## config.mk

```make
export PLATFORM = sky130hd
export DESIGN_NAME = cbd_regs
export DESIGN_NICKNAME = d
export VERILOG_FILES = /design/src/hw/rtl/cbd_pkg.sv /design/src/hw/rtl/cbd_regs.sv
export SDC_FILE = /design/constraint.sdc
export NUM_CORES = 1
export LEC_CHECK = 0
export BUFFER_PORTS_ARGS = -buffer_cell sky130_fd_sc_hd__buf_2
export CAP_MARGIN = 30
export CELL_PAD_IN_SITES_DETAIL_PLACEMENT = 1
export CELL_PAD_IN_SITES_GLOBAL_PLACEMENT = 2
export CORE_MARGIN = 3
export CORE_UTILIZATION = 27
export DETAILED_ROUTE_END_ITERATION = 8
export HOLD_SLACK_MARGIN = 0.15
export PLACE_DENSITY = 0.86
export SETUP_SLACK_MARGIN = 0.15
export SLEW_MARGIN = 25
export SYNTH_ARGS = -nofsm -noshare
export SYNTH_HDL_FRONTEND = slang
export SYNTH_SLANG_ARGS = --single-unit
```

## constraint.sdc

```tcl
create_clock -name clk -period 3.3 [get_ports clk]
set_input_delay 0.99 -clock clk [delete_from_list [all_inputs] [get_ports clk]]
set_output_delay 0.99 -clock clk [all_outputs]
set_load 0.05 [all_outputs]
```

## src/hw/rtl/cbd_pkg.sv

```systemverilog
// ----------------------------------------------------------------------------
// Cartridge bus decoder package
// Shared sizes, codes, word types and state types for the cartridge bus
// decoder and its submodules.
// ----------------------------------------------------------------------------
package cbd_pkg;

  // Save RAM geometry.
  localparam int SRAM_BYTES = 32768;
  localparam int SRAM_AW    = $clog2(SRAM_BYTES);

  // ROM index geometry: linear ROM addresses from either map fit in 22 bits.
  localparam int ROM_ADDR_BITS = 24;
  localparam int ROM_IDX_W     = 24;
  localparam int ROM_LIN_W     = 22;
  localparam int ROM_SIZE_W    = 25;
  localparam logic [ROM_IDX_W-1:0] ROM_IDX_MASK =
    ROM_IDX_W'((64'd1 << ROM_ADDR_BITS) - 64'd1);

  // Configuration port.
  localparam int PADDR_W = 4;
  localparam int PDATA_W = 32;
  localparam logic [1:0] REG_MAP_MODE  = 2'd0;
  localparam logic [1:0] REG_ROM_SIZE  = 2'd1;
  localparam logic [1:0] REG_SRAM_SIZE = 2'd2;

  // Map modes.
  localparam logic [1:0] MAP_NONE  = 2'd0;
  localparam logic [1:0] MAP_LOROM = 2'd1;
  localparam logic [1:0] MAP_HIROM = 2'd2;

  // Access commands.
  localparam logic CMD_READ  = 1'b0;
  localparam logic CMD_WRITE = 1'b1;

  // Window bounds.
  localparam logic [7:0]  LO_SRAM_BANK_LO  = 8'h70;
  localparam logic [7:0]  LO_SRAM_BANK_HI  = 8'h7e;
  localparam logic [7:0]  LO_SRAM_BANK_TOP = 8'hf0;
  localparam logic [2:0]  HI_SRAM_PAGE     = 3'b011;

  // Result targets.
  typedef enum logic [1:0] {
    TGT_ROM     = 2'd0,
    TGT_SRAM    = 2'd1,
    TGT_OPEN    = 2'd2,
    TGT_IGNORED = 2'd3
  } target_t;

  // One bus access.
  typedef struct packed {
    logic       cmd;
    logic [7:0] bank;
    logic [15:0] addr;
    logic [7:0] wdata;
    logic [7:0] open_bus;
  } req_t;

  // One decoded result.
  typedef struct packed {
    logic [7:0]           rdata;
    target_t              target;
    logic [ROM_IDX_W-1:0] rom_index;
  } rsp_t;

  // Configuration as seen by the datapath.
  typedef struct packed {
    logic [1:0]            map_mode;
    logic [ROM_SIZE_W-1:0] rom_size;
    logic                  sram_en;
    logic [SRAM_AW-1:0]    sram_mask;
    logic                  load;
  } cfg_t;

  // Main sequencer states.
  typedef enum logic [2:0] {
    ST_IDLE,
    ST_DECODE,
    ST_RAM_RD,
    ST_FOLD,
    ST_EMIT
  } seq_state_t;

  // ROM fold unit states.
  typedef enum logic [1:0] {
    FD_IDLE,
    FD_RUN,
    FD_SUM
  } fold_state_t;

endpackage

```

## src/hw/rtl/cbd_regs.sv

```systemverilog
// ----------------------------------------------------------------------------
// Cartridge bus decoder configuration registers
// APB-style register file for map mode, ROM size and save RAM size. Works
// out the effective save RAM mask when the size is written.
// ----------------------------------------------------------------------------
module cbd_regs (
  input  logic                        clk,
  input  logic                        rst,
  input  logic                        psel,
  input  logic                        penable,
  input  logic                        pwrite,
  input  logic [cbd_pkg::PADDR_W-1:0] paddr,
  input  logic [cbd_pkg::PDATA_W-1:0] pwdata,
  output logic [cbd_pkg::PDATA_W-1:0] prdata,
  output cbd_pkg::cfg_t               cfg
);

  logic [1:0]                     map_mode;
  logic [cbd_pkg::ROM_SIZE_W-1:0] rom_size;
  logic [15:0]                    sram_size;
  logic                           sram_en;
  logic [cbd_pkg::SRAM_AW-1:0]    sram_mask;
  logic                           wr_strobe;
  logic [1:0]                     reg_sel;
  logic [cbd_pkg::SRAM_AW:0]      sram_cfg;

  // Largest power of two not above the clamped size, as an enable and a mask.
  function automatic logic [cbd_pkg::SRAM_AW:0] sram_cfg_f(input logic [15:0] sz);
    logic [31:0] lim;
    logic [31:0] smear;
    lim = 32'(sz);
    if (lim > 32'(cbd_pkg::SRAM_BYTES)) begin
      lim = 32'(cbd_pkg::SRAM_BYTES);
    end
    smear = lim | (lim >> 1);
    smear = smear | (smear >> 2);
    smear = smear | (smear >> 4);
    smear = smear | (smear >> 8);
    smear = smear | (smear >> 16);
    return {(lim != 32'd0), cbd_pkg::SRAM_AW'(smear >> 1)};
  endfunction

  assign wr_strobe = psel & penable & pwrite;
  assign reg_sel   = paddr[3:2];
  assign sram_cfg  = sram_cfg_f(pwdata[15:0]);

  // Register writes.
  always_ff @(posedge clk) begin
    if (rst) begin
      map_mode  <= cbd_pkg::MAP_NONE;
      rom_size  <= '0;
      sram_size <= '0;
      sram_en   <= 1'b0;
      sram_mask <= '0;
    end else if (wr_strobe) begin
      unique case (reg_sel)
        cbd_pkg::REG_MAP_MODE:  map_mode <= pwdata[1:0];
        cbd_pkg::REG_ROM_SIZE:  rom_size <= pwdata[cbd_pkg::ROM_SIZE_W-1:0];
        cbd_pkg::REG_SRAM_SIZE: begin
          sram_size <= pwdata[15:0];
          sram_en   <= sram_cfg[cbd_pkg::SRAM_AW];
          sram_mask <= sram_cfg[cbd_pkg::SRAM_AW-1:0];
        end
        default: ;
      endcase
    end
  end

  // Register reads.
  always_comb begin
    unique case (reg_sel)
      cbd_pkg::REG_MAP_MODE:  prdata = cbd_pkg::PDATA_W'(map_mode);
      cbd_pkg::REG_ROM_SIZE:  prdata = cbd_pkg::PDATA_W'(rom_size);
      cbd_pkg::REG_SRAM_SIZE: prdata = cbd_pkg::PDATA_W'(sram_size);
      default:                prdata = '0;
    endcase
  end

  // A save RAM size write acts as a cartridge load and starts a clear.
  always_comb begin
    cfg.map_mode  = map_mode;
    cfg.rom_size  = rom_size;
    cfg.sram_en   = sram_en;
    cfg.sram_mask = sram_mask;
    cfg.load      = wr_strobe && (reg_sel == cbd_pkg::REG_SRAM_SIZE);
  end

endmodule

```

==> out/results.env <==
SIGNAL_ARRIVAL_TIME_AT_THE_WORST_ENDPOINT_NS=1.98
FINAL_NET_COUNT=449
WORSTSKEWPAIRLATENCY_NS=0.33
YS_TOP_CELLS_BY_COUNT='85 x nand2_1, 59 x dfxtp_1, 44 x a21oi_1, 22 x nor2_1, 14 x a22o_1'
POWERDENSITY_mW_PER_MM2=491
GRT_REMAINING_OVERFLOW=0
PERIOD_NEEDED_NS=2.97
VIA_COUNT_OF_THE_FIRST_GLOBAL_ROUTING_PASS=2588
WORST_PATH_LARGEST_CELL_DELAY_NS=0.26
GRT_UTIL_MET1_PCT=18.6
RR_WORST_DEPTH=2
IRDROPWORSTVDD_mV=0.152
SYNTH_ASYNC_SR_FLOP_SHARE_PCT=0
WORST_PIN_SLEW_NS=0.642
USE_MET3_PCT=3.93
WL_PER_CELL_UM=15.3
BUSIEST_LAYER='met2'
PATH_CELLS='buf_2 > and2b_1 > buf_12 > a22o_1 > buf_2'
SETUP-TNS-FINAL_NS=0
MULTIINPUTGATEAREA_MM2=0.00119
GLOBAL_ROUTE_USAGE_OVER_ALL_LAYERS_PCT=15.4
FINAL_MIN_PERIOD_OVER_CLOCK_PERIOD_PCT=90.1
SYNTH.LARGEST_AREA_CELL='dfxtp_1'
YS_WARN_COUNT=0
YOSYS.CELL_COUNT.TOP_TYPE='nand2_1'
POSTROUTEANTENNANETS=0
GRT_MAX_DEGREE=37
OUTCOME='finished clean'
WORSTSETUPPATHTYPE='in2out'
ROUTE.DETAILED.VIAS_PER_INST=4.72
DPL-INSTANCE-AREA_MM2=0.00312
DIE_HEIGHT_UM=104
GLOBAL_ROUTE.USAGE.MET2_PCT=26.6
CTS_HOLD_REPAIR.BUFFERS=0
ANTENNA_FOUND_INITIAL=0
FP.DIEAREA_MM2=0.0107
CLOCK_SKEW_AFTER_LAYOUT_NS=0
ROUTABILITYCONGESTION=0.763
DISTINCT_CELL_TYPE_COUNT_AFTER_SYNTHESIS=34
SYNTHESIZED_INSTANCE_COUNT=315
WORST_SETUP_PATH_STARTPOINT='paddr[3]'
DETAILEDROUTE.FIRSTPASSITERATIONCOUNT=4
SYNTH.CELL_AREA_MM2=0.00257
FMAX_MHz=336
IOPINCOUNT=117
REGAREA_MM2=0.00118
WORSTHOLDPATHTYPE='reg2reg'
START_UTIL_PCT=27.9
POST-ROUTE-DRC-COUNT=0
SYNTH.TOP_CELL.AREA_SHARE_PCT=45.9
GRT_SETUP_UNREPAIRED='no'
POSTSYNTHREGISTERBITS=59
DIE_X_UM=104
WORSTPATHBUFFERINVERTERCOUNT=3
ROUTE.FINAL.WIRE_LENGTH_UM=8260
CRITICAL_PATH.REG2REG.STARTPOINT='sram_mask[10]'
CRIT_TOP_CELL='buf_2'
DESIGN_AREA_MM2=0.00335
CTS_TREE='built'
FINAL_MAX_TRAN_VIOLS=0
AREAGROWTHSYNTHTOFINISH_PCT=30.1
MAX-SLEW-MARGIN-REL_PCT=57.2
INSERTEDDIODECOUNT=0
DR_TOTAL_VIAS=2552
TIMING.CRITICAL_PATH.TO_TYPE='output port'
DP_HPWL_UM=5870
SYNTH_FLOP_CELL='dfxtp_1'
WORST-ENDPOINT-REQUIRED_NS=2.31
SYNTH.YOSYS.SEQ_AREA_SHARE_PCT=45.9
CAPTURE_POINT_OF_THE_WORST_REG_TO_REG_PATH='sram_mask[10]'
TIMING.FINAL.SETUP_VIOLATIONS=0
CRITICAL_PATH.SLOWEST_CELL='buf_2'
POWER.STATIC_LEAKAGE_nW=1.46
SYN_AVG_CELL_AREA_UM2=8.17
WORST_SETUP_PATH_START_KIND='input pin'
POSTCTSSETUPREPAIRBUFS=0
CLOCK_TREE.HTREE_LEVEL_COUNT=3
CP_MAX_FO=25
CLK_TRANSITION_REPORTED_PATHS_NS=0.06
CORE_REGION_AREA_MM2=0.00924
FRACTION_OF_LAYOUT_CELLS_WITH_A_SIZE_SUFFIX_ABOVE_1_PCT=31.3
SETUP.WORST_PATH.END='prdata[6]'
NUMBER_OF_CELLS_ON_THE_CRITICAL_PATH=5
NUMBER_OF_MAXIMUM_CAPACITANCE_VIOLATIONS=0
INITIALDRTVIOLATIONCOUNT=78
SYNTH-EDFF-COUNT=0
SYNTHTOPCELLSBYAREA='dfxtp_1 46%, nand2_1 12%, a21oi_1 8.6%'
TIMING.REG2REG.SETUP_SLACK_NS=2.54
PLACEMENTROWS=35
CTS.PATH.MAX_BUFFERS=2
CLOCK_ROOT_BUFFER_MASTER='clkbuf_8'
FILLCELLCOUNT=1139
GRT_PASS1_WL_UM=13300
CTS_INSERTED_BUFFERS=9
TOTAL_CLOCK_SINKS=59
IO_BUFFERS=100
CRITPATHTOPFAMILY='buffers and inverters'
CTS-RESIZED-GATES=0
HOLD_VIOL_FINAL=0
placed cells by master, fill, tap and decap left out, drive strengths merged:
cell    count
a211oi      6
a21oi      44
a22o       14
a311oi      2
a31oi       1
and2       10
and2b       1
and3        1
buf       106
bufinv      2
clkbuf     11
clkinv      2
conb        7
dfxtp      59
inv         3
mux2i       4
nand2      87
nand2b      1
nand3       1
nand4       1
nor2       22
nor2b       1
nor3        6
nor3b       2
nor4        4
o21ai       7
o22ai       2
or2b        1
or3         4
worst register-to-register path, delay by kind of cell, from the launching register on:
family             cells  cell delay, ns
DFF                    1            0.33
AOI/OAI and AO/OA      1            0.27
and+or+nand+nor        1            0.05
worst min path at each step:
stage	from	slack, ns	end	cells after the start
2_1_floorplan	sram_size[0]	0.44	sram_size[0]	2
3_3_place_gp	sram_size[1]	0.44	sram_size[1]	2
3_5_place_dp	sram_mask[14]	0.45	sram_mask[14]	2
4_1_cts	sram_mask[14]	0.46	sram_mask[14]	2
5_1_grt	sram_size[4]	0.48	sram_size[4]	2
6_report	sram_size[0]	0.46	sram_size[0]	2
power breakdown:
group | total, mW | switching (mW) | leakage (nW) | internal (mW)
registers | 0.729 | 0.00619 | 0.477 | 0.723
clock network | 0.743 | 0.281 | 0.115 | 0.462
logic | 0.172 | 0.128 | 0.864 | 0.0436
area by class of cell:
cell class | instances | area share, %
inverters | 3 | 0.486
well taps | 129 | 4.82
clock inverters | 4 | 2.20
flip-flops and latches | 59 | 35.3
multi-input cells | 229 | 35.7
clock buffers | 11 | 4.52
repair buffers | 106 | 17.0
layer usage:
metal,up-vias,wire length (um)
met5,-,0
met4,0,85
met3,7,444
met2,67,4190
met1,1241,3540
li1,1237,-
sequential cells by signal, summed over array words and instances (netlist names):
signal and count:
map_mode 2, rom_size 25, sram_size 16, sram_mask 15
sram_en 1
logic make-up (layout without fill, tap and decap cells):
logic type	Yosys count	count (layout)	synth area share (%)
compound gates	76	76	17.8
buf+inv	33	124	8.60
flops	59	59	45.9
mux	4	4	1.55
other cells	1	7	0.146
simple gates	142	142	26.0
per-stage QoR:
step | utilization [%] | hold slack, ns | setup slack, ns | cells | power, mW
2_1_floorplan | - | 0.437 | 0.204 | 321 | 0.864
3_3_place_gp | 33.8 | 0.443 | 0.343 | 526 | 0.916
3_5_place_dp | 33.8 | 0.447 | 0.339 | 526 | 0.920
4_1_cts | 36.2 | 0.456 | 0.327 | 541 | 1.67
5_1_grt | 36.2 | 0.482 | 0.250 | 541 | 1.72
6_report | 36.2 | 0.457 | 0.326 | 541 | 1.64
(Power assumes the default switching activity.)
