### src/hw/rtl/cbd_pkg.sv
// ----------------------------------------------------------------------------
// Cartridge bus decoder package
// Shared sizes, codes, word types and state types for the cartridge bus
// decoder and its submodules.
// ----------------------------------------------------------------------------
package cbd_pkg;

  // Save RAM geometry.
  localparam int SRAM_BYTES = 32768;
  localparam int SRAM_AW    = $clog2(SRAM_BYTES);

  // ROM index geometry: linear ROM addresses from either map fit in 22 bits.
  localparam int ROM_ADDR_BITS = 24;
  localparam int ROM_IDX_W     = 24;
  localparam int ROM_LIN_W     = 22;
  localparam int ROM_SIZE_W    = 25;
  localparam logic [ROM_IDX_W-1:0] ROM_IDX_MASK =
    ROM_IDX_W'((64'd1 << ROM_ADDR_BITS) - 64'd1);

  // Configuration port.
  localparam int PADDR_W = 4;
  localparam int PDATA_W = 32;
  localparam logic [1:0] REG_MAP_MODE  = 2'd0;
  localparam logic [1:0] REG_ROM_SIZE  = 2'd1;
  localparam logic [1:0] REG_SRAM_SIZE = 2'd2;

  // Map modes.
  localparam logic [1:0] MAP_NONE  = 2'd0;
  localparam logic [1:0] MAP_LOROM = 2'd1;
  localparam logic [1:0] MAP_HIROM = 2'd2;

  // Access commands.
  localparam logic CMD_READ  = 1'b0;
  localparam logic CMD_WRITE = 1'b1;

  // Window bounds.
  localparam logic [7:0]  LO_SRAM_BANK_LO  = 8'h70;
  localparam logic [7:0]  LO_SRAM_BANK_HI  = 8'h7e;
  localparam logic [7:0]  LO_SRAM_BANK_TOP = 8'hf0;
  localparam logic [2:0]  HI_SRAM_PAGE     = 3'b011;

  // Result targets.
  typedef enum logic [1:0] {
    TGT_ROM     = 2'd0,
    TGT_SRAM    = 2'd1,
    TGT_OPEN    = 2'd2,
    TGT_IGNORED = 2'd3
  } target_t;

  // One bus access.
  typedef struct packed {
    logic       cmd;
    logic [7:0] bank;
    logic [15:0] addr;
    logic [7:0] wdata;
    logic [7:0] open_bus;
  } req_t;

  // One decoded result.
  typedef struct packed {
    logic [7:0]           rdata;
    target_t              target;
    logic [ROM_IDX_W-1:0] rom_index;
  } rsp_t;

  // Configuration as seen by the datapath.
  typedef struct packed {
    logic [1:0]            map_mode;
    logic [ROM_SIZE_W-1:0] rom_size;
    logic                  sram_en;
    logic [SRAM_AW-1:0]    sram_mask;
    logic                  load;
  } cfg_t;

  // Main sequencer states.
  typedef enum logic [2:0] {
    ST_IDLE,
    ST_DECODE,
    ST_RAM_RD,
    ST_FOLD,
    ST_EMIT
  } seq_state_t;

  // ROM fold unit states.
  typedef enum logic [1:0] {
    FD_IDLE,
    FD_RUN,
    FD_SUM
  } fold_state_t;

endpackage

### src/hw/rtl/cbd_fold.sv
// ----------------------------------------------------------------------------
// ROM index fold unit
// Folds a linear ROM address into a ROM image of any size, one address bit
// per cycle: a ROM that is not a power of two mirrors its top part back onto
// the last power-of-two chunk.
// ----------------------------------------------------------------------------
module cbd_fold (
  input  logic                          clk,
  input  logic                          rst,
  input  logic                          start,
  input  logic [cbd_pkg::ROM_LIN_W-1:0]  lin,
  input  logic [cbd_pkg::ROM_SIZE_W-1:0] size,
  output logic                          done,
  output logic [cbd_pkg::ROM_IDX_W-1:0]  idx
);

  localparam int PAD_W = cbd_pkg::ROM_SIZE_W - cbd_pkg::ROM_LIN_W;

  cbd_pkg::fold_state_t state, state_next;

  logic [cbd_pkg::ROM_LIN_W-1:0]  a;
  logic [cbd_pkg::ROM_LIN_W-1:0]  base;
  logic [cbd_pkg::ROM_LIN_W-1:0]  top;
  logic [cbd_pkg::ROM_SIZE_W-1:0] sz;
  logic                          size_zero;
  logic                          finish;
  logic [cbd_pkg::ROM_SIZE_W-1:0] top_ext;

  assign top_ext = {{PAD_W{1'b0}}, top};
  assign finish  = size_zero || ({{PAD_W{1'b0}}, a} < sz);

  // State register.
  always_ff @(posedge clk) begin
    if (rst) begin
      state <= cbd_pkg::FD_IDLE;
      done  <= 1'b0;
    end else begin
      state <= state_next;
      done  <= (state == cbd_pkg::FD_SUM);
    end
  end

  // Next state.
  always_comb begin
    state_next = state;
    unique case (state)
      cbd_pkg::FD_IDLE: if (start)  state_next = cbd_pkg::FD_RUN;
      cbd_pkg::FD_RUN:  if (finish) state_next = cbd_pkg::FD_SUM;
      cbd_pkg::FD_SUM:  state_next = cbd_pkg::FD_IDLE;
      default:          state_next = cbd_pkg::FD_IDLE;
    endcase
  end

  // One step per cycle: skip a clear bit of the address, or strip a set one.
  always_ff @(posedge clk) begin
    if (start) begin
      a         <= lin;
      sz        <= size;
      base      <= '0;
      top       <= {1'b1, {(cbd_pkg::ROM_LIN_W-1){1'b0}}};
      size_zero <= (size == '0);
    end else if (state == cbd_pkg::FD_RUN && !finish) begin
      if ((a & top) == '0) begin
        top <= top >> 1;
      end else begin
        a <= a & ~top;
        if (sz > top_ext) begin
          sz   <= sz - top_ext;
          base <= base | top;
        end
      end
    end
    if (state == cbd_pkg::FD_SUM) begin
      if (size_zero) begin
        idx <= '0;
      end else begin
        idx <= (cbd_pkg::ROM_IDX_W'(base) + cbd_pkg::ROM_IDX_W'(a)) & cbd_pkg::ROM_IDX_MASK;
      end
    end
  end

endmodule

### config.mk
export PLATFORM = sky130hd
export DESIGN_NAME = cbd_fold
export DESIGN_NICKNAME = d
export VERILOG_FILES = /design/src/hw/rtl/cbd_pkg.sv /design/src/hw/rtl/cbd_fold.sv
export SDC_FILE = /design/constraint.sdc
export NUM_CORES = 1
export LEC_CHECK = 0
export BUFFER_PORTS_ARGS = -buffer_cell sky130_fd_sc_hd__buf_2
export CAP_MARGIN = 25
export CORE_MARGIN = 3
export CORE_UTILIZATION = 60
export CTS_CLUSTER_SIZE = 40
export DETAILED_ROUTE_END_ITERATION = 8
export GPL_TIMING_DRIVEN = 0
export PLACE_DENSITY = 0.85
export SLEW_MARGIN = 25
export SYNTH_ARGS = -nofsm -noshare
export SYNTH_HDL_FRONTEND = slang
export SYNTH_SLANG_ARGS = --single-unit
### constraint.sdc
create_clock -name clk -period 5.03 [get_ports clk]
set_clock_uncertainty 0.15 [all_clocks]
set_input_delay 0.503 -clock clk [delete_from_list [all_inputs] [get_ports clk]]
set_output_delay 0.503 -clock clk [all_outputs]
set_load 0.005 [all_outputs]
==> results.yml, run 1 <==
outcome:
  outcome: "finished clean"
routing:
  met3_length_um: 1730
  drt_pass1_iterations: 6
  drt-met1-wl_um: 8460
  antenna_left: 0
  num_vias: 6833
  top_layer_used: "met4"
  wirelength_um: 21000
  drc_errors: 0
  wire_per_inst_um: 19.2
  via_per_inst: 6.25
  drt_iter0_drc: 737
  wl_met2_um: 9750
grt:
  overflow: 0
  grt_pass1_vias: 6534
  grt_max_degree: 25
  grt_pass1_wl_um: 33300
  antenna_found_initial: 0
  track_usage_pct: 30.2
pwr:
  p_sw_share_pct: 28.0
  p_clk_share_pct: 42.2
  p_per_area_nw_per_um2: 309
  pwr-share-comb_pct: 16.5
  sequentialPowerShare_pct: 41.4
  p_sw_w: 0.000764
  p_int_w: 0.00197
  total_power_w: 0.00273
  ir_drop_uv: 215
  p_leak_nw: 3.74
clocking:
  post_cts_resize_count: 0
  clkTransAtPathRegs_ps: 60
  cts_setup_buffers: 0
  clock_latency_ps: 430
  cts_made_buffers: 17
  clockBufferDepth: 2
  ctsHoldBuffers: 0
  cts_tree: "yes"
  cts.sinks: 118
  cts_max_level: 4
  clock-root-buffer: "clkbuf_16"
logic_synthesis:
  yosysMostFrequentCell: "nand2_1"
  netlist_area_um2: 7630
  ys_warn_count: 0
  synth-edff-count: 71
  yosys-top-cells-count: "76 x nand2_1, 71 x edfxtp_1, 66 x o21ai_0, 65 x ha_1, 63 x nor2_1"
  synth_top_area_cell: "edfxtp_1"
  ys_seq_area_share_pct: 40.3
  synth_top_area_share_pct: 28.0
  synthArstFlopShare_pct: 0
  yosys-top-cells-area: "edfxtp_1 28%, dfxtp_1 12%, ha_1 11%, o21ai_0 4.3%, a21oi_1 4.0%"
  synth_flop_cell: "edfxtp_1"
  syn_nets: 935
  avgSynthCellArea_um2: 9.32
  ys_ff_latch: 118
  synth_cell_type_count: 62
  synthCells: 818
worst_setup_path:
  crit_arrival_ps: 3650
  worst_path_most_repeated_cell: "buf_6"
  end_kind: "flip-flop"
  crit_family: "compound AO/OA/AOI/OAI gates"
  cp_slowest_cell: "dfxtp_1"
  cp_cell_sequence: "inv_1 -> ha_1 -> nor2b_1 -> o21ai_0 -> a21boi_1 -> o31ai_1 -> a21oi_1 -> a31oi_1 -> or3_1 -> buf_6 -> buf_6 -> o21ai_4 -> buf_16"
  max_stage_delay_ps: 490
  crit_type: "flip-flop to flip-flop"
  critPathBufInv: 4
  cp_max_fo: 22
  cp.required_ps: 5020
  critical_path.startpoint_type: "flip-flop"
min_path:
  min_path_type: "primary input to flip-flop"
placed_design:
  port_buffers: 73
  dp_hpwl_um: 15700
  place_congestion: 0.977
  placed_area_um2: 8290
  place_inst: 1061
floorplan:
  initial_core_util_pct: 62.4
  die_area_um2: 14100
  core_area_um2: 12200
  core.rowCount: 40
  die_w_um: 119
  ios: 75
  die_y_um: 119
timing:
  period_share_pct: 72.7
  layout_min_cycle_time_ps: 3660
  max_freq_mhz: 273
  final-setup-viol-count: 0
  hold_viol: 0
  max_slew_margin_pct: 50.3
  max_slew.worst_pin.slew_ps: 746
  finalMaxSlewViolations: 0
  rsz0062_at_grt: "false"
layout:
  drive_gt1_share_pct: 14.8
  multi_input_area_um2: 4220
  final-instance-count-excl-fill: 1093
  final_util_pct: 72.5
  num_antenna_cells: 0
  nets: 1029
  nFillCells: 956
  final_area_um2: 8850
  syn2layout_area_growth_pct: 16.1
  seq_area_um2: 3070
run:
  maxCapViolations: 0
[area by class of cell]
class	instances	area share (%)
multi-input combinational	612	47.7
sequential	118	34.7
clock buffer	23	5.64
timing repair buffer	75	4.75
tap	168	2.37
inverter	51	2.16
buffer	37	1.96
clock inverter	9	0.735
[through the flow]
stage / hold WS, ps / setup TNS, ps / setup WS (ps)
3_3_place_gp: 293 / -23480 / -942
4_1_cts: 131 / 0 / 1450
5_1_grt: 135 / 0 / 1220
2_1_floorplan: 274 / 0 / 446
3_5_place_dp: 295 / 0 / 1480
6_report: 134 / 0 / 1370
[layout by cell type (no fill, tap or decap), types with 17 or more instances in the layout]
cell type,instances
nand2_1,76
buf_2,74
edfxtp_1,71
ha_1,65
o21ai_0,64
nor2_1,63
a21oi_1,61
inv_1,50
dfxtp_1,47
nand3_1,38
a21o_1,36
clkbuf_1,31
a22o_1,23
xor2_1,19
clkbuf_16,18
o41ai_2,17
[routing by layer]
metal | track usage, % | vias up
li1 | - | 3229
met1 | 38.7 | 3138
met2 | 48.0 | 383
met3 | 5.55 | 83
met4 | 17.0 | 0
met5 | 0 | -
[power by group through the flow]
stage          registers, W  clock network (W)  logic (W)
6_report            0.00113            0.00115   0.000450
5_1_grt             0.00113            0.00120   0.000501
4_1_cts             0.00113            0.00115   0.000444
3_5_place_dp        0.00115                  0   0.000434
3_3_place_gp        0.00115                  0   0.000416
2_1_floorplan       0.00113                  0   0.000315
[path summary, 6_finish.rpt]
check | start | end | slack (ps) | cells after the start
min reg2reg | base[17]$_SDFFE_PP0P_ | base[17]$_SDFFE_PP0P_ | 320 | 2
max | top[1]$_SDFFE_PP0P_ | sz[0]$_DFFE_PP_ | 1370 | 13
min | rst | state[1]$_SDFFE_PP0P_ | 130 | 2
max reg2reg | top[1]$_SDFFE_PP0P_ | sz[0]$_DFFE_PP_ | 1370 | 13
[registers in the layout, indices dropped and copies added (netlist names)]
name / cells
sz: 25
state: 2
top: 22
size_zero: 1
idx: 23
done: 1
a: 22
base: 22
[worst register-to-register path, delay by kind of cell, from the launching register on]
family	cells	cell delay [ps]
adder cells (fa/ha/maj)	1	310
buffers and inverters	4	680
flip-flops	1	490
AO/OA/AOI/OAI	6	1270
AND/OR/NAND/NOR	2	470
[kinds of logic after synthesis]
| group | Yosys count | share of synthesized area, % |
|---|---|---|
| buffers and inverters | 88 | 4.79 |
| xor gates and xnor gates | 34 | 3.90 |
| adders and majority gates | 67 | 11.2 |
| and+or+nand+nor | 241 | 14.6 |
| AOI/OAI and AO/OA | 269 | 25.2 |
| other | 1 | 0.0492 |
| DFF | 118 | 40.3 |
No activity file was read; power rests on OpenSTA's default activity.
==> run 2: changes to the inputs <==
- ABC_AREA: unset -> 1
- CORE_UTILIZATION: 60 -> 55
- PLACE_DENSITY: 0.85 -> 0.82
- clock period: 5.03 -> 3 ns (I/O delays scaled with it)
==> run 2 against run 1 <==
Combinational power rose by 74%. First-iteration DRC count shrank 31%. Core utilization is 6.1 points lower. Worst setup slack got worse by 1300 ps. Count of clock-buffer cells in the layout down 4. Register-to-register slack lost 1300 ps. Critical path depth did not move. Via count rose by 11%. Cell area rose by 5.7%. Largest cell class unchanged. Area after synthesis rose by 5.2%. Sequential cell count did not move.
==> results.yml, run 2 <==
outcome:
  outcome: "finished clean"
routing:
  drt_pass1_iterations: 5
  wirelength_um: 21400
  drt_iter0_drc: 508
  wire_per_inst_um: 15.5
  num_vias: 7567
  via_per_inst: 5.47
  drc_errors: 0
  antenna_left: 0
worst_setup_path:
  cp_max_fo: 5
  crit_type: "flip-flop to flip-flop"
  max_stage_delay_ps: 440
  cp.required_ps: 3030
  critPathBufInv: 1
  cp_slowest_cell: "edfxtp_1"
  end_kind: "flip-flop"
  crit_arrival_ps: 2930
  critical_path.startpoint_type: "flip-flop"
  worst_path_most_repeated_cell: "nand2_1"
  cp_cell_sequence: "ha_1 -> fa_1 -> nand2_1 -> nand2_1 -> o21ai_0 -> o21ai_1 -> nand2_1 -> nand2_1 -> a21o_1 -> nand2_1 -> nand2_1 -> nand2_1 -> inv_1"
  crit_family: "adder cells"
grt:
  antenna_found_initial: 0
  track_usage_pct: 26.8
  overflow: 0
  grt_pass1_vias: 7301
  grt_max_degree: 26
  grt_pass1_wl_um: 34500
clocking:
  clock_latency_ps: 420
  clockBufferDepth: 2
  cts.sinks: 118
  clock-root-buffer: "clkbuf_16"
  cts_setup_buffers: 0
  clkTransAtPathRegs_ps: 60
  cts_made_buffers: 17
  cts_max_level: 4
  cts_tree: "yes"
run:
  maxCapViolations: 0
layout:
  final_common_cell: "nand2_1"
  final_area_um2: 9350
  top_register: "sz"
  reg_top3: "sz x25, idx x23"
  largest_reg_flops: 25
  final_cell_mix: "278 x nand2_1, 146 x inv_1, 118 x nor2_1"
  nets: 1307
  syn2layout_area_growth_pct: 16.6
  final-instance-count-excl-fill: 1383
  nFillCells: 1231
  drive_gt1_share_pct: 14.0
  num_antenna_cells: 0
floorplan:
  die_y_um: 127
  ios: 75
  die_area_um2: 16100
  die_w_um: 127
  initial_core_util_pct: 56.9
  core.rowCount: 43
  core_area_um2: 14100
timing:
  fin_ws_ps: 100
  layout_min_cycle_time_ps: 2900
  max_slew_margin_pct: 49.1
  hold_viol: 0
  max_slew.worst_pin.slew_ps: 764
  period_share_pct: 96.7
  max_freq_mhz: 345
  final-setup-viol-count: 0
  rsz0062_at_grt: "false"
  finalMaxSlewViolations: 0
placed_design:
  port_buffers: 73
  dp_hpwl_um: 16400
  place_inst: 1340
  placed_area_um2: 8630
  dp_slack_ps: 61.6
  place_congestion: 0.973
logic_synthesis:
  ys_ff_latch: 118
  synth-edff-count: 71
  syn_nets: 1204
  synth_top_area_share_pct: 26.6
  yosys-top-cells-count: "279 x nand2_1, 146 x inv_1, 119 x nor2_1, 78 x a21oi_1, 71 x edfxtp_1"
  synth_top_area_cell: "edfxtp_1"
  yosysMostFrequentCell: "nand2_1"
  ys_warn_count: 0
  ys_seq_area_share_pct: 38.3
  synth_flop_cell: "edfxtp_1"
  avgSynthCellArea_um2: 7.38
  synthArstFlopShare_pct: 0
  netlist_area_um2: 8020
  synth_cell_type_count: 40
  yosys-top-cells-area: "edfxtp_1 27%, nand2_1 13%, dfxtp_1 12%, ha_1 10%, inv_1 6.8%"
  synthCells: 1087
pwr:
  total_power_w: 0.00472
  p_per_area_nw_per_um2: 505
  pwr-share-comb_pct: 16.6
  p_int_w: 0.00333
  p_sw_w: 0.00139
  p_sw_share_pct: 29.4
  p_leak_nw: 4.35
  p_clk_share_pct: 43.7
  sequentialPowerShare_pct: 39.8
  ir_drop_uv: 312
min_path:
  min_path_type: "primary input to flip-flop"
[run 2: logic make-up (layout without fill, tap and decap cells)]
| group | after synthesis | in the layout | synth area share, % |
|---|---|---|---|
| AOI/OAI and AO/OA | 195 | 196 | 13.7 |
| buffers and inverters | 172 | 287 | 8.52 |
| xor gates and xnor gates | 9 | 9 | 0.983 |
| adders and majority gates | 67 | 67 | 10.6 |
| DFF | 118 | 118 | 38.3 |
| and+or+nand+nor | 525 | 525 | 27.8 |
| other | 1 | 1 | 0.0468 |
[run 2: stage by stage]
| stage | util [%] | hold slack [ps] | setup TNS, ps |
|---|---|---|---|
| floorplan | - | 219 | 0 |
| global placement | 61.1 | 289 | -6480 |
| detailed placement | 61.2 | 295 | 0 |
| CTS | 66.1 | 5.97 | 0 |
| global route | 66.4 | 17.1 | 0 |
| finish | 66.4 | 10.7 | 0 |
[run 2: final cells by class]
class	count	area, µm²	share of cell area, %
buffer	23	124	1.32
clock buffer	19	464	4.96
clock inverter	13	131	1.40
inverter	149	559	5.98
multi-input combinational	798	4310	46.1
sequential	118	3070	32.9
tap	180	225	2.41
timing repair buffer	83	467	4.99
[run 2: power groups by stage]
| stage | clock network (W) | logic, W | registers, W |
|---|---|---|---|
| CTS | 0.00206 | 0.000763 | 0.00187 |
| global placement | 0 | 0.000728 | 0.00191 |
| floorplan | 0 | 0.000546 | 0.00188 |
| global route | 0.00214 | 0.000890 | 0.00188 |
| finish | 0.00206 | 0.000782 | 0.00188 |
| detailed placement | 0 | 0.000744 | 0.00191 |
[run 2: path summary, 6_finish.rpt]
path / end / startpoint / cells past startpoint / slack, ps
hold / removal: a[3]$_DFFE_PP_ / lin[3] / 3 / 10
hold reg to reg: base[15]$_SDFFE_PP0P_ / base[15]$_SDFFE_PP0P_ / 2 / 300
setup reg to reg: idx[22]$_SDFFCE_PP0P_ / a[0]$_DFFE_PP_ / 13 / 100
setup / recovery: idx[22]$_SDFFCE_PP0P_ / a[0]$_DFFE_PP_ / 13 / 100
[run 2: tightest hold or removal path, cell delays in order]
cell,delay (ps)
buf_2,80
nand2_1,50
nand2_1,50
[run 2: what timing repair did]
| action | in CTS | in global routing |
|---|---|---|
| setup endpoints to repair | 0 | 31 |
| endpoints found under the hold margin | 11 | 0 |
| hold buffers | 9 | 0 |
| gates resized for setup | 0 | 5 |
[run 2: per-layer routing]
metal | share of wire [%] | wire (µm) | track usage [%] | vias to the layer above
met4 | 2.3 | 489 | 9.46 | 0
li1 | - | - | - | 3813
met1 | 42 | 9080 | 33.7 | 3433
met2 | 49 | 10600 | 46.1 | 284
met3 | 6.0 | 1290 | 4.93 | 37
met5 | 0 | 0 | 0 | -
